<file path="config.mk">
export PLATFORM = sky130hd
export DESIGN_NAME = ascii_motor_command_decoder_top
export DESIGN_NICKNAME = d
export VERILOG_FILES = /design/src/sv/amcd_pkg.sv /design/src/sv/amcd_motor_drive.sv /design/src/sv/ascii_motor_command_decoder_top.sv
export SDC_FILE = /design/constraint.sdc
export NUM_CORES = 1
export LEC_CHECK = 0
export ABC_AREA = 1
export BUFFER_PORTS_ARGS = -buffer_cell sky130_fd_sc_hd__buf_2
export CAP_MARGIN = 20
export CORE_UTILIZATION = 42
export DETAILED_ROUTE_END_ITERATION = 10
export GPL_TIMING_DRIVEN = 0
export SLEW_MARGIN = 10
export SYNTH_ARGS = -nofsm -noshare
export SYNTH_HDL_FRONTEND = slang
export SYNTH_SLANG_ARGS = --single-unit
</file>
<file path="constraint.sdc">
create_clock -name clk -period 3.25 [get_ports clk]
set_clock_uncertainty 0.05 [all_clocks]
set_input_delay 0.65 -clock clk [delete_from_list [all_inputs] [get_ports clk]]
set_output_delay 0.65 -clock clk [all_outputs]
set_load 0.01 [all_outputs]
</file>
<file path="src/sv/amcd_pkg.sv">
package amcd_pkg;

  localparam int STORE_DEPTH_DEF = 26;
  localparam int CNT_W           = 5;
  localparam int FIELD_COUNT     = 5;
  localparam int FIELD_IDX_W     = $clog2(FIELD_COUNT);
  localparam int NUM_W           = 12;
  localparam int DIGIT_W         = 9;

  localparam logic [7:0] NEWLINE_CODE    = 8'd10;
  localparam logic [7:0] ASCII_ZERO      = 8'd48;
  localparam logic [7:0] SERVO_UP_CHAR   = 8'd49;
  localparam logic [7:0] SERVO_DOWN_CHAR = 8'd50;

  localparam logic [11:0] SERVO_UP_PULSE   = 12'd3900;
  localparam logic [11:0] SERVO_DOWN_PULSE = 12'd2500;

  localparam logic signed [NUM_W-1:0] BRAKE_NUM   = 12'sd5;
  localparam logic signed [NUM_W-1:0] FWD_MIN_NUM = 12'sd6;
  localparam logic signed [NUM_W-1:0] FWD_MAX_NUM = 12'sd10;
  localparam logic signed [NUM_W-1:0] REV_MIN_NUM = 12'sd0;

  typedef struct packed {
    logic [7:0] duty;
    logic       in1;
    logic       in2;
  } motor_state_t;

  localparam motor_state_t MOTOR_RESET = '{duty: 8'd0, in1: 1'b1, in2: 1'b1};

  // duty for forward numbers six through ten
  function automatic logic [7:0] fwd_duty(input logic [2:0] idx);
    logic [7:0] d;
    unique case (idx)
      3'd0:    d = 8'd50;
      3'd1:    d = 8'd100;
      3'd2:    d = 8'd150;
      3'd3:    d = 8'd200;
      3'd4:    d = 8'd255;
      default: d = 8'd0;
    endcase
    return d;
  endfunction

  // duty for reverse numbers zero through four
  function automatic logic [7:0] rev_duty(input logic [2:0] idx);
    logic [7:0] d;
    unique case (idx)
      3'd0:    d = 8'd255;
      3'd1:    d = 8'd200;
      3'd2:    d = 8'd150;
      3'd3:    d = 8'd100;
      3'd4:    d = 8'd50;
      default: d = 8'd0;
    endcase
    return d;
  endfunction

  // signed character minus ascii zero
  function automatic logic signed [DIGIT_W-1:0] digit_of(input logic [7:0] b);
    logic signed [DIGIT_W-1:0] s;
    s = $signed({b[7], b});
    return s - $signed({1'b0, ASCII_ZERO});
  endfunction

  // tens * 10 + units, exact in 12 bits
  function automatic logic signed [NUM_W-1:0] motor_number(input logic [7:0] tens,
                                                           input logic [7:0] units);
    logic signed [DIGIT_W-1:0] dt;
    logic signed [DIGIT_W-1:0] du;
    logic signed [NUM_W-1:0]   t;
    logic signed [NUM_W-1:0]   u;
    dt = digit_of(tens);
    du = digit_of(units);
    t  = $signed({{(NUM_W-DIGIT_W){dt[DIGIT_W-1]}}, dt});
    u  = $signed({{(NUM_W-DIGIT_W){du[DIGIT_W-1]}}, du});
    return (t <<< 3) + (t <<< 1) + u;
  endfunction

endpackage

</file>
<file path="src/sv/amcd_motor_drive.sv">
module amcd_motor_drive (
  input  logic signed [amcd_pkg::NUM_W-1:0] num,
  input  amcd_pkg::motor_state_t            cur,
  output amcd_pkg::motor_state_t            nxt
);
  import amcd_pkg::*;

  logic signed [NUM_W-1:0] fwd_off;

  assign fwd_off = num - FWD_MIN_NUM;

  always_comb begin
    nxt = cur;
    priority if (num > BRAKE_NUM) begin
      nxt.in1 = 1'b1;
      nxt.in2 = 1'b0;
      if (num <= FWD_MAX_NUM) begin
        nxt.duty = fwd_duty(fwd_off[2:0]);
      end
    end else if (num < BRAKE_NUM) begin
      nxt.in1 = 1'b0;
      nxt.in2 = 1'b1;
      if (num >= REV_MIN_NUM) begin
        nxt.duty = rev_duty(num[2:0]);
      end
    end else begin
      // exactly five: brake
      nxt = MOTOR_RESET;
    end
  end

endmodule

</file>
<file path="src/sv/ascii_motor_command_decoder_top.sv">
// ascii motor command decoder
// input channel: one received serial byte per transaction on in_rx_byte,
//   qualified by in_valid, held off by in_stall
// result channel: one transaction per input byte, showing both motors'
//   duty and bridge pins, the servo pulse and whether this byte (a newline
//   in sixth place) completed a packet
// order: an accepted byte is captured in the input register and its result
//   then in the result register, which raises out_valid
// throughput: one byte per cycle while out_stall does not hold a result; the
//   limit is the update of the byte counter and motor state, done between the
//   input register and the result register
// stall: when out_stall holds a result, the byte in the input register
//   waits and in_stall rises only if that register is occupied too
// reset: rst_n low at a clock edge empties both stages, clears the byte
//   count, brakes both motors with duty 0 and zeroes the servo pulse
module ascii_motor_command_decoder_top #(
  parameter int STORE_DEPTH = amcd_pkg::STORE_DEPTH_DEF
) (
  input  logic        clk,
  input  logic        rst_n,
  input  logic        in_valid,
  output logic        in_stall,
  input  logic [7:0]  in_rx_byte,
  output logic        out_valid,
  input  logic        out_stall,
  output logic [7:0]  out_motor_a_duty,
  output logic        out_motor_a_in1,
  output logic        out_motor_a_in2,
  output logic [7:0]  out_motor_b_duty,
  output logic        out_motor_b_in1,
  output logic        out_motor_b_in2,
  output logic [11:0] out_servo_pulse,
  output logic        out_packet_decoded
);
  import amcd_pkg::*;

  // input stage
  logic       s1_valid_r;
  logic [7:0] s1_byte_r;

  // result stage and block state; the state registers are the result
  logic             out_valid_r;
  logic             decoded_r;
  logic [CNT_W-1:0] count_r;
  logic [CNT_W-1:0] count_nxt;
  logic [7:0]       field_r [FIELD_COUNT];
  motor_state_t     motor_a_r;
  motor_state_t     motor_b_r;
  motor_state_t     motor_a_nxt;
  motor_state_t     motor_b_nxt;
  logic [11:0]      servo_r;
  logic             last_two_r;   // last accepted servo choice was two

  logic advance;
  logic in_take;
  logic in_range;
  logic is_newline;
  logic store_we;
  logic do_decode;
  logic servo_up;
  logic servo_down;

  logic signed [NUM_W-1:0] num_a;
  logic signed [NUM_W-1:0] num_b;

  // move the input byte on whenever the result slot is free or draining
  assign advance  = s1_valid_r && (!out_valid_r || !out_stall);
  assign in_stall = s1_valid_r && out_valid_r && out_stall;
  assign in_take  = in_valid && !in_stall;

  always_ff @(posedge clk) begin
    if (!rst_n) begin
      s1_valid_r <= 1'b0;
    end else if (in_take) begin
      s1_valid_r <= 1'b1;
    end else if (advance) begin
      s1_valid_r <= 1'b0;
    end
  end

  always_ff @(posedge clk) begin
    if (in_take) begin
      s1_byte_r <= in_rx_byte;
    end
  end

  // packet framing
  assign in_range   = count_r < CNT_W'(STORE_DEPTH);
  assign is_newline = s1_byte_r == NEWLINE_CODE;
  assign store_we   = advance && in_range && (count_r < CNT_W'(FIELD_COUNT));
  // newline in sixth place completes a packet
  assign do_decode  = advance && in_range && is_newline && (count_r == CNT_W'(FIELD_COUNT));

  always_comb begin
    // full store drops the byte and restarts; any stored newline restarts
    if (!in_range || is_newline) begin
      count_nxt = '0;
    end else begin
      count_nxt = count_r + 1'b1;
    end
  end

  always_ff @(posedge clk) begin
    if (!rst_n) begin
      count_r <= '0;
    end else if (advance) begin
      count_r <= count_nxt;
    end
  end

  // packet bytes; only read after all five have been written
  always_ff @(posedge clk) begin
    if (store_we) begin
      field_r[count_r[FIELD_IDX_W-1:0]] <= s1_byte_r;
    end
  end

  // decode
  assign num_a = motor_number(field_r[0], field_r[1]);
  assign num_b = motor_number(field_r[2], field_r[3]);

  amcd_motor_drive u_drive_a (
    .num (num_a),
    .cur (motor_a_r),
    .nxt (motor_a_nxt)
  );

  amcd_motor_drive u_drive_b (
    .num (num_b),
    .cur (motor_b_r),
    .nxt (motor_b_nxt)
  );

  // servo only moves on a change of choice
  assign servo_up   = (field_r[4] == SERVO_UP_CHAR) && last_two_r;
  assign servo_down = (field_r[4] == SERVO_DOWN_CHAR) && !last_two_r;

  always_ff @(posedge clk) begin
    if (!rst_n) begin
      motor_a_r  <= MOTOR_RESET;
      motor_b_r  <= MOTOR_RESET;
      servo_r    <= '0;
      last_two_r <= 1'b0;
    end else if (do_decode) begin
      motor_a_r <= motor_a_nxt;
      motor_b_r <= motor_b_nxt;
      priority if (servo_up) begin
        servo_r    <= SERVO_UP_PULSE;
        last_two_r <= 1'b0;
      end else if (servo_down) begin
        servo_r    <= SERVO_DOWN_PULSE;
        last_two_r <= 1'b1;
      end else begin
        servo_r    <= servo_r;
        last_two_r <= last_two_r;
      end
    end
  end

  // result valid and decode flag
  always_ff @(posedge clk) begin
    if (!rst_n) begin
      out_valid_r <= 1'b0;
      decoded_r   <= 1'b0;
    end else if (advance) begin
      out_valid_r <= 1'b1;
      decoded_r   <= do_decode;
    end else if (!out_stall) begin
      out_valid_r <= 1'b0;
    end
  end

  assign out_valid          = out_valid_r;
  assign out_motor_a_duty   = motor_a_r.duty;
  assign out_motor_a_in1    = motor_a_r.in1;
  assign out_motor_a_in2    = motor_a_r.in2;
  assign out_motor_b_duty   = motor_b_r.duty;
  assign out_motor_b_in1    = motor_b_r.in1;
  assign out_motor_b_in2    = motor_b_r.in2;
  assign out_servo_pulse    = servo_r;
  assign out_packet_decoded = decoded_r;

endmodule

</file>
## Word-level counts from Yosys, hierarchy flattened

Memories as Yosys holds them, arrays and structs flattened.
Index checks and enable logic that the tools add are counted.

| word-level totals | value |
|---|---|
| flip-flop bits (word level) | 49 |
| bits in writable memories | 40 |
| input port bits | 12 |
| logic and storage cells | 109 |
| memories | 1 |

| cells by class | value |
|---|---|
| $add $sub $neg | 11 |
| $lt $le $gt $ge | 10 |
| eq/ne operators | 25 |
| muxes and demuxes | 23 |
| reductions and logical operators | 26 |

Memory list:

| name | words | width | rd ports | clocked after Yosys merged registers in | wr ports | RTL line | text |
|---|---|---|---|---|---|---|---|
| field_r | 5 | 8 | 5 | 0 | 1 | ascii_motor_command_decoder_top.sv:46 | `logic [7:0] field_r [FIELD_COUNT];` |

Operators by type and width:

| kind | count |
|---|---|
| one-hot mux 8 bit (5 select lines) | 4 |
| 2-to-1 mux 10 bit | 4 |
| subtractor 8 x 7 -> 9 bit, second input constant | 4 |
| 2-to-1 mux 8 bit | 4 |
| adder 12 x 10 -> 12 bit | 2 |
| adder 12 x 9 -> 12 bit | 2 |
| equality test 3 x 2 -> 1 bit, second input constant | 8 |
| >= comparator 12 x 1 -> 1 bit, second input constant | 2 |
| greater-than comparator 12 x 4 -> 1 bit, second input constant | 2 |
| less-or-equal comparator 12 x 5 -> 1 bit, second input constant | 2 |
| less-than comparator 12 x 4 -> 1 bit, second input constant | 2 |
| 2-to-1 mux 12 bit | 2 |
| equality test 8 x 6 -> 1 bit, second input constant | 2 |
| equality test 3 x 1 -> 1 bit, second input constant | 4 |
| equality test 3 bit, second input constant | 4 |
| logical NOT 3 bit | 4 |
| logical AND 1 bit | 10 |
| equality test 8 x 4 -> 1 bit, second input constant | 1 |
| 2-to-1 mux 1 bit | 8 |
| != test 3 x 2 -> 1 bit, second input constant | 2 |
| AND reduction 3 bit | 2 |
| subtractor 3 x 2 -> 3 bit, second input constant | 2 |
| adder 5 x 1 -> 5 bit, second input constant | 1 |
| equality test 5 x 3 -> 1 bit, second input constant | 1 |
| 9 further kinds | 16 |

## Depth between registers and ports, before layout

Gate-level depths: netlist of the first run.

| depth | value |
|---|---|
| depth in word-level cells | 8 |
| depth in mapped cells | 24 |
| depth with buffers taken out | 24 |

## By module

Synthesis of the first run repeated with hierarchy kept, for this count alone.

| unflattened totals | value |
|---|---|
| cells, all modules | 661 |
| area, all modules | 5585.4 um2 |

By module, submodules not included:

| module | instances | cells each | area an instance (um2) |
|---|---|---|---|
| ascii_motor_command_decoder_top | 1 | 465 | 4559.4 |
| amcd_motor_drive | 2 | 98 | 513.0 |

## Least setup slack after synthesis of the first run

OpenSTA, ideal clock, no wires.

| timing | value |
|---|---|
| path kind | reg2reg |
| start | memory field_r[2][4] |
| end | register motor_b_r, in the netlist out_motor_b_duty[3] |
| library setup time | 0.112 ns |
| arrival | 3.160 ns |
| slack | -0.072 ns |
| cell stages (with the launch flop) | 23 |
| buffers on the path | 0 |
| clock period less this slack | 3.322 ns |
| cell sequence | edfxtp_1 ha_1 xor2_1 ha_1 fa_1 inv_1 ha_1 nand2_1 inv_1 a21oi_1 nand2_1 nand2_1 nand2_1 inv_1 nand2_1 nor2_2 nand2_1 nand2_2 inv_1 nand3_1 nand2_1 nor2_1 nor2_1 |

RTL lines:

| item | RTL line | text |
|---|---|---|
| start: declaration | ascii_motor_command_decoder_top.sv:46 |  |
| end signal: assignment | ascii_motor_command_decoder_top.sv:146 | `motor_b_r <= motor_b_nxt;` |
| end: declaration | ascii_motor_command_decoder_top.sv:48 | `motor_state_t motor_b_r;` |

==> results.json, run 1 <==
{
  "grt_pass1_wl_mm": 18.50,
  "dieArea_um2": 13000,
  "die_w_um": 114.0,
  "die_y_um": 114.0,
  "synthFlopType": "edfxtp_1",
  "root_buffer": "clkbuf_16",
  "fin_area_um2": 6923,
  "syn2layout_area_growth_pct": 31.39,
  "vias": 4499,
  "hp-start": "out_packet_decoded$_SDFFE_PN0P_",
  "rows": 40,
  "crit_path_start_kind": "register",
  "wire_per_inst_um": 12.44,
  "synth.distinct_cells": 41,
  "cap_violations": 0,
  "slew_violations": 0,
  "tritoncts": "done",
  "place_area_um2": 5763,
  "portBuffers": 43,
  "status": "complete, but fails checks",
  "end_kind": "register",
  "n_fill_cell": 1064,
  "hold_viol": 0,
  "hold_path_end": "out_packet_decoded$_SDFFE_PN0P_",
  "pre_cts_slack_ns": -0.4350,
  "clk_pin_slew_ns": 0.07,
  "synthArstFlopShare": 0,
  "synth_top_family_by_area": "simple AND/OR/NAND/NOR gates",
  "synthSimpleGateAreaFrac": 0.2679,
  "final_nets": 823,
  "setup_tns_ns": -2.871,
  "grt_pass1_vias": 4275,
  "synthMuxAreaShare": 0,
  "antenna_found_initial": 0,
  "place.gp.congestion": 0.8420,
  "drt_iter0_drc": 190,
  "grt_max_degree": 18,
  "ys_seq_area_frac": 0.3838,
  "rsz0062_at_grt": "true",
  "ff2ff_path_depth": 20,
  "grt_usage": 0.1798,
  "violations": "negative setup slack",
  "clockBufferDepth": 2,
  "cts_inserted_buffers": 9,
  "min_period_over_period": 1.062,
  "num_antenna_cells": 0,
  "r2r_slack_ns": -0.20,
  "yosys.area.top_type": "edfxtp_1",
  "critical_path_class": "reg -> reg",
  "ys_warn_count": 0,
  "wl_mm": 11.52,
  "drc": 0,
  "vias_per_cell": 4.859,
  "synthAdderAreaFrac": 0.1634,
  "reg2reg_from": "field_r[2][4]$_DFFE_PP_",
  "num_io_pins": 47,
  "synth_top_area_frac": 0.2736,
  "final_antenna_net_count": 0,
  "htreeDepth": 3,
  "final.setup.worst_slack_ns": -0.2031,
  "dr.pass1.iters": 4,
  "syn_area_per_cell_um2": 7.935,
  "synth_area_leaders": "edfxtp_1, nand2_1, dfxtp_1",
  "whs_ns": 0.4138,
  "path_max_fanout": 6,
  "powerDensity_nw_per_um2": 414.5,
  "clk_latency_ns": 0.34,
  "synthXorXnorAreaFrac": 0.01662,
  "start_util": 0.4350,
  "worstMarginPinSlew_ns": 1.012,
  "numClockSinks": 77,
  "p_leak_nw": 3.232,
  "busiest_layer": "met2",
  "overflow": 0,
  "required_ns": 3.44,
  "drive_above_1_share": 0.3127,
  "synth_seq_cells": 77,
  "core_um2": 12110,
  "timing.rr.end": "out_motor_b_duty[7]$_SDFFE_PN0P_",
  "syn_inst": 664,
  "fin_crit_ns": 3.453,
  "hold_depth": 2,
  "arrival_ns": 3.64,
  "grt_use_met2": 0.3455,
  "synth_area_um2": 5269,
  "slew-limit-headroom": 0.3200,
  "hpwl_mm": 8.099,
  "synth_compound_area_frac": 0.05343,
  "ir_worst_vdd_uv": 306.1,
  "grt_use_met1": 0.1997,
  "hp-class": "reg -> reg",
  "fin_util": 0.5716,
  "grt_util_met3": 0.03135,
  "setup_viol": 18,
  "max_freq_mhz": 289.6,
  "synth_edf_count": 48
}
==> layer usage <==
metal | part of all wire | routed length (µm)
met5 | 0 | 0
met1 | 0.42 | 4801
met2 | 0.54 | 6214
met4 | 0.012 | 143
met3 | 0.031 | 356
==> state kept, by name (all words and copies together), names as in the netlist, 3 cells and up <==
| signal | flops |
|---|---|
| out_motor_a_duty | 7 |
| out_motor_b_duty | 7 |
| field_r | 40 |
| s1_byte_r | 8 |
| out_servo_pulse | 3 |
| count_r | 5 |
==> worst max-delay path, stage by stage, from the launching register on <==
cell,delay [ns]
edfxtp_1,0.46
ha_4,0.30
inv_2,0.05
ha_4,0.25
inv_1,0.04
fa_1,0.56
ha_4,0.24
nand2_2,0.08
nand2_2,0.06
inv_1,0.10
nand2_2,0.07
buf_4,0.14
a21oi_4,0.13
inv_1,0.07
nand2_2,0.07
nand2_4,0.08
nand4_1,0.13
nand3_4,0.14
buf_4,0.16
a21oi_1,0.11
nor2_1,0.06
==> area by class of cell <==
cell class,count,area (µm²),share of cell area
multi-input combinational,440,3311,0.4782
sequential,77,2022,0.2921
inverter,130,490.5,0.07085
timing repair buffer,77,475.5,0.06868
clock buffer,9,225.2,0.03253
tap,168,210.2,0.03036
buffer,18,113.9,0.01645
clock inverter,7,75.07,0.01084
==> cells in the final DEF (no fill, tap or decap), types with 3 or more instances in the layout <==
cell type  instances
nor2_2             9
nor3_1             6
buf_4             43
ha_4              17
inv_1            115
fa_1              17
nand3_4            5
nor2_4             9
nand3_1           26
a21oi_2            6
o21ai_0           10
xor2_1             3
nand2_1          126
nor2_1            56
nand4_1           18
edfxtp_1          48
ha_1              22
inv_2             14
nand2_2           34
inv_8              3
nor4_2             3
a21oi_1           21
nand2_4            7
dfxtp_1           29
clkbuf_1           5
buf_2             45
clkbuf_16          9
nand3_2           10
nand3b_1           4
==> timing repair <==
action | in CTS | in global routing
hold endpoints to repair | 0 | 0
endpoints found under the setup margin | 18 | 18
buffers inserted | 16 | 15
pin swaps | 54 | 67
cloned | 0 | 0
hold buffers | 0 | 0
gates resized for setup | 65 | 75
==> worst max-delay path by stage <==
stage	start	endpoint	depth (start not counted)
6_report	field_r[2][4]$_DFFE_PP_	out_motor_b_duty[7]$_SDFFE_PN0P_	20
5_1_grt	field_r[2][4]$_DFFE_PP_	out_motor_b_duty[3]$_SDFFE_PN0P_	23
2_1_floorplan	field_r[2][4]$_DFFE_PP_	out_motor_b_duty[3]$_SDFFE_PN0P_	22
3_3_place_gp	field_r[2][4]$_DFFE_PP_	out_motor_b_duty[3]$_SDFFE_PN0P_	22
4_1_cts	field_r[2][4]$_DFFE_PP_	out_motor_b_duty[7]$_SDFFE_PN0P_	20
3_5_place_dp	field_r[2][4]$_DFFE_PP_	out_motor_b_duty[5]$_SDFFE_PN0P_	22
==> report_power, final <==
group          leakage (nW)  switching (mW)  internal [mW]
registers             0.675          0.0204           1.06
clock network         0.145           0.440          0.544
logic                  2.41           0.471          0.336
==> cells by family after synthesis <==
logic type                 after synthesis
xor gates and xnor gates                10
DFF                                     77
other                                    1
buffers and inverters                  148
AOI/OAI and AO/OA                       49
adders and majority gates               58
and+or+nand+nor                        321
==> synthesized netlist by cell type (2+ instances only) <==
library cell	instances
nor2_1	70
fa_1	18
xor2_1	6
nor2_2	3
clkbuf_1	5
nand3_1	36
o211ai_1	2
nand3b_1	4
inv_1	130
nand3_2	4
a21oi_1	28
o21ai_0	10
ha_1	40
nand2_2	4
buf_4	12
nand4_1	18
nand2_1	165
edfxtp_1	48
nor3_1	7
nor4_1	2
xnor2_1	4
dfxtp_1	29
==> metrics by stage <==
step	instances	power, mW
2_1_floorplan	665	1.517
3_3_place_gp	876	1.623
3_5_place_dp	878	1.635
4_1_cts	910	2.775
5_1_grt	926	3.010
6_report	926	2.869
Note: power is estimated with default switching activity, not from simulation.
==> run 2, diff against run 1 <==
CORE_UTILIZATION = 30   (was 42)
==> run 2 against run 1 <==
Effect of this change:
- the flow still finishes with violations (negative setup slack)
- worst setup slack better by 0.017 ns
- first-iteration DRC count fell by 36%
- via count shrank 4.6%
==> results.json, run 2 (synthesis gave the netlist of run 1 again) <==
{
  "path_cells": "nand2_1, inv_2, nor2_4, xnor2_2, ha_1, fa_1, inv_2, ha_4, nand2_4, nor2_4, nand2_2, nand3_2, nand2_1, nand2_1, nand3_2, nor2_4, nand2_4, nand2_4, buf_6, nand3_2, nand2_1, nor2_1, nor2_1",
  "start_util": 0.3057,
  "powerDensity_nw_per_um2": 408.5,
  "cp_slowest_cell": "fa_1",
  "worstMarginPinSlew_ns": 0.8497,
  "hp-class": "reg -> reg",
  "violations": "negative setup slack",
  "end_kind": "register",
  "place.gp.congestion": 0.8307,
  "root_buffer": "clkbuf_16",
  "drt_iter0_drc": 122,
  "dieArea_um2": 18100,
  "htreeDepth": 3,
  "grt_pass1_wl_mm": 18.62,
  "required_ns": 3.49,
  "num_antenna_cells": 0,
  "setup_viol": 18,
  "arrival_ns": 3.67,
  "vias": 4294,
  "cts_hold_buf": 0,
  "portBuffers": 43,
  "rows": 48,
  "wl_mm": 11.69,
  "drive_above_1_share": 0.3007,
  "die_y_um": 134.5,
  "overflow": 0,
  "grt_pass1_vias": 4006,
  "antenna_found_initial": 0,
  "status": "complete, but fails checks",
  "cts_inserted_buffers": 9,
  "slew_violations": 0,
  "final_cell_mix": "nand2_1, inv_1, nor2_1",
  "path_max_fanout": 5,
  "fin_util": 0.4035,
  "largest_reg_flops": 40,
  "layout_commonest_cell": "nand2_1",
  "critical_path.max_stage_delay_ns": 0.52,
  "grt_max_degree": 18,
  "crit_path_frequent_cell": "nand2_1",
  "stdcell_count": 980,
  "syn2layout_area_growth_pct": 31.99,
  "clk_pin_slew_ns": 0.07,
  "grt_usage": 0.1312,
  "final.setup.worst_slack_ns": -0.1862,
  "clockBufferDepth": 2,
  "place_area_um2": 5829,
  "numClockSinks": 77,
  "hold_viol": 0,
  "ir_worst_vdd_uv": 322.6,
  "rsz0062_at_grt": "true",
  "dpl.cell_count": 935,
  "hpwl_mm": 8.269,
  "die_w_um": 134.5,
  "max_freq_mhz": 291.0,
  "crit_path_start_kind": "register",
  "wire_per_inst_um": 11.93,
  "tritoncts": "done",
  "vias_per_cell": 4.382,
  "dr.pass1.iters": 4,
  "cap_violations": 0,
  "slew-limit-headroom": 0.4288,
  "n_fill_cell": 1666,
  "clk_latency_ns": 0.35,
  "core_um2": 17240,
  "fin_crit_ns": 3.436,
  "fin_area_um2": 6954,
  "drc": 0,
  "whs_ns": 0.4143,
  "final_nets": 820,
  "p_leak_nw": 3.243,
  "min_period_over_period": 1.057,
  "final_antenna_net_count": 0,
  "critical_path_class": "reg -> reg",
  "num_io_pins": 47
}
==> run 2: changes by cell type in the layout (fill, tap and decap cells not counted), moves of 4 or more <==
cell     delta
nand2_2     -6
nand2_1     +4
nand3_1     -4
nor2_1      +4
nor2_2      -4
buf_4       -8
==> run 2: final cells by class <==
cell class                 count  area [µm²]  area share
multi-input combinational    440        3287      0.4727
buffer                        18       113.9     0.01637
inverter                     130       490.5     0.07053
clock buffer                   9       225.2     0.03239
timing repair buffer          74       459.2     0.06603
clock inverter                 7       75.07     0.01080
sequential                    77        2022      0.2908
tap                          225       281.5     0.04048
==> run 2: worst paths after layout <==
path,from,endpoint,slack [ns],depth (start not counted)
worst max-delay path,field_r[2][4]$_DFFE_PP_,out_motor_b_duty[6]$_SDFFE_PN0P_,-0.19,23
worst min-delay path,out_motor_a_duty[7]$_SDFFE_PN0P_,out_motor_a_duty[7]$_SDFFE_PN0P_,0.41,2
worst max register to register,field_r[2][4]$_DFFE_PP_,out_motor_b_duty[6]$_SDFFE_PN0P_,-0.19,23
worst min register to register,out_motor_a_duty[7]$_SDFFE_PN0P_,out_motor_a_duty[7]$_SDFFE_PN0P_,0.41,2
==> run 2: layer usage <==
metal  track usage  routed length [µm]
met1        0.1596                5240
met2        0.2225                5844
met3       0.02290                 241
met4       0.06804                 367
met5             0                   0
==> run 2: report_power, final <==
part,internal (mW),switching (mW),total (mW)
clock network,0.545,0.456,1.00
registers,1.06,0.0202,1.08
logic,0.310,0.453,0.763
total,1.91,0.929,2.84
==> run 2: per-stage QoR <==
step | power (mW) | setup slack (ns) | TNS (ns)
CTS | 2.747 | -0.1374 | -1.224
floorplan | 1.517 | 0.005274 | 0
global placement | 1.621 | -0.4156 | -5.985
detailed placement | 1.626 | -0.4153 | -6.051
global route | 2.981 | -0.3932 | -5.871
finish | 2.841 | -0.1862 | -2.624
==> run 2: worst max-delay path: cells and delay by family, from the launching register on <==
| kind | cells | cell delay (ns) |
|---|---|---|
| flip-flops | 1 | 0.45 |
| AND/OR/NAND/NOR | 16 | 1.38 |
| adder cells (fa/ha/maj) | 3 | 1.10 |
| buffers and inverters | 3 | 0.23 |
| XOR/XNOR | 1 | 0.14 |
==> run 2: timing repair <==
action | 4_1_cts | 5_1_grt
buffers inserted | 20 | 8
pin swaps | 60 | 54
setup endpoints to repair | 18 | 18
resized for setup | 83 | 55
==> run 3, diff against run 2 <==
CORE_ASPECT_RATIO = 1.4   (was unset)
==> run 3 against run 2 <==
Effect of this change:
- the flow still finishes with violations (negative setup slack)
- combinational power rose by 7.9%
- sequential power is essentially flat
- via count rose by 4.3%
- critical endpoint is now out_motor_a_in1$_SDFFE_PN1P_
- critical path type unchanged
- largest power group unchanged
- sequential share of layout area is 0.073 points lower
- worst setup slack got worse by 0.021 ns
- clock power about the same
- non-clock buffer count down 3
==> results.json, run 3 (synthesis gave the netlist of run 1 again) <==
{
  "status": "complete, but fails checks",
  "violations": "negative setup slack",
  "portBuffers": 43,
  "rsz0062_at_grt": "true",
  "vias_per_cell": 4.534,
  "layout_commonest_cell": "inv_1",
  "grt_max_degree": 15,
  "tritoncts": "done",
  "syn2layout_area_growth_pct": 32.32,
  "cts_hold_buf": 0,
  "clk_latency_ns": 0.34,
  "hpwl_mm": 8.419,
  "vias": 4480,
  "grt_usage": 0.1365,
  "cp_slowest_cell": "fa_1",
  "critical_path.max_stage_delay_ns": 0.50,
  "cap_violations": 0,
  "htreeDepth": 3,
  "ir_worst_vdd_uv": 287.2,
  "clockBufferDepth": 2,
  "max_freq_mhz": 289.2,
  "slew-limit-headroom": 0.5456,
  "n_fill_cell": 1798,
  "final_cell_mix": "inv_1, nand2_1, nor2_1",
  "final.setup.worst_slack_ns": -0.2076,
  "fin_util": 0.4039,
  "dieArea_um2": 18100,
  "rows": 57,
  "overflow": 0,
  "drive_above_1_share": 0.3218,
  "numClockSinks": 77,
  "worstMarginPinSlew_ns": 0.6791,
  "hold_viol": 0,
  "final_antenna_net_count": 0,
  "wire_per_inst_um": 11.82,
  "crit_path_frequent_cell": "nand2_2",
  "powerDensity_nw_per_um2": 417.2,
  "end_kind": "register",
  "grt_pass1_vias": 4466,
  "grt_pass1_wl_mm": 19.69,
  "largest_reg_flops": 40,
  "min_period_over_period": 1.064,
  "path_buf_inv": 2,
  "clk_pin_slew_ns": 0.06,
  "p_leak_nw": 3.206,
  "slew_violations": 0,
  "final_nets": 817,
  "antenna_found_initial": 0,
  "setup_viol": 17,
  "root_buffer": "clkbuf_16",
  "drc": 0,
  "fin_crit_ns": 3.458,
  "die_w_um": 114.0,
  "num_io_pins": 47,
  "die_y_um": 158.8,
  "path_cells": "nand2_1, nand2_2, xor2_2, ha_1, fa_1, inv_2, ha_4, nand2_2, nand2_2, nand2_1, and2_4, nand2_4, nand3_4, a21oi_4, nand3_4, nand2_8, buf_4, o211ai_1",
  "num_antenna_cells": 0,
  "dr.pass1.iters": 4,
  "path_max_fanout": 8,
  "place.gp.congestion": 0.8790,
  "core_um2": 17260,
  "hp-class": "reg -> reg",
  "crit_family": "adder cells",
  "critical_path_class": "reg -> reg",
  "required_ns": 3.40,
  "drt_iter0_drc": 122,
  "arrival_ns": 3.60,
  "crit_path_start_kind": "register",
  "wl_mm": 11.68,
  "start_util": 0.3053,
  "whs_ns": 0.4224,
  "cts_inserted_buffers": 9
}
## run 3: cell count changes in the layout (fill, tap and decap cells not counted), moves of 2 or more
| cell | previous run | this run |
|---|---|---|
| inv_8 | 3 | 0 |
| nor2_4 | 9 | 7 |
| nand3_1 | 22 | 19 |
| nand3_2 | 13 | 16 |
| inv_1 | 114 | 116 |
| nor2_1 | 60 | 58 |
| nand2_1 | 130 | 115 |
| nand2_8 | 1 | 3 |
| inv_2 | 15 | 13 |
| nand2_4 | 10 | 8 |
| buf_6 | 5 | 3 |
| nor2_2 | 5 | 9 |
| nand2_2 | 28 | 43 |
## run 3: layout make-up
| cell class | count | area (µm²) | area share |
|---|---|---|---|
| tap | 236 | 295.3 | 0.04235 |
| buffer | 18 | 113.9 | 0.01633 |
| multi-input combinational | 440 | 3323 | 0.4767 |
| clock buffer | 9 | 225.2 | 0.03230 |
| inverter | 130 | 490.5 | 0.07035 |
| clock inverter | 7 | 72.57 | 0.01041 |
| sequential | 77 | 2022 | 0.2900 |
| timing repair buffer | 71 | 429.2 | 0.06156 |
## run 3: routing by layer
metal,vias to the layer above,share of wire,global-route usage
li1,2272,-,-
met2,69,0.55,0.2658
met3,24,0.028,0.02710
met5,-,0,0
met1,2115,0.39,0.1407
met4,0,0.029,0.04604
## run 3: final timing paths
path	startpoint	endpoint	slack (ns)	cells after the start
setup / recovery	field_r[0][4]$_DFFE_PP_	out_motor_a_in1$_SDFFE_PN1P_	-0.21	18
hold / removal	out_packet_decoded$_SDFFE_PN0P_	out_packet_decoded$_SDFFE_PN0P_	0.42	2
setup reg to reg	field_r[0][4]$_DFFE_PP_	out_motor_a_in1$_SDFFE_PN1P_	-0.21	18
hold reg to reg	out_packet_decoded$_SDFFE_PN0P_	out_packet_decoded$_SDFFE_PN0P_	0.42	2
## run 3: stage by stage
stage,power (mW),std cells,setup TNS [ns],area [µm²],setup slack (ns)
after floorplan,1.517,665,0,5310,0.005274
after global placement,1.632,944,-7.096,5821,-0.4870
after detailed placement,1.639,947,-7.606,5851,-0.5144
after CTS,2.813,982,-1.478,6746,-0.1243
after global routing,3.069,988,-5.919,6972,-0.3792
final,2.909,988,-2.267,6972,-0.2076
## run 3: worst reg2reg max path: cells and delay by family, from the launching register on
kind                     cells  cell delay, ns
AO/OA/AOI/OAI                2            0.38
XOR/XNOR                     1            0.16
adder cells (fa/ha/maj)      3            1.08
buffers and inverters        2            0.18
flip-flops                   1            0.45
AND/OR/NAND/NOR             10            1.02
## run 3: repair_timing
action                     in CTS  in global routing
buffers inserted               19                  5
cloned                          0                  0
resized for setup              95                 58
setup endpoints to repair      18                 18
pin swaps                      62                 58
## run 3: report_power, final
group	internal (mW)	total, mW	switching [mW]
logic	0.332	0.823	0.491
clock network	0.597	1.01	0.411
registers	1.06	1.08	0.0206
total	1.99	2.91	0.923
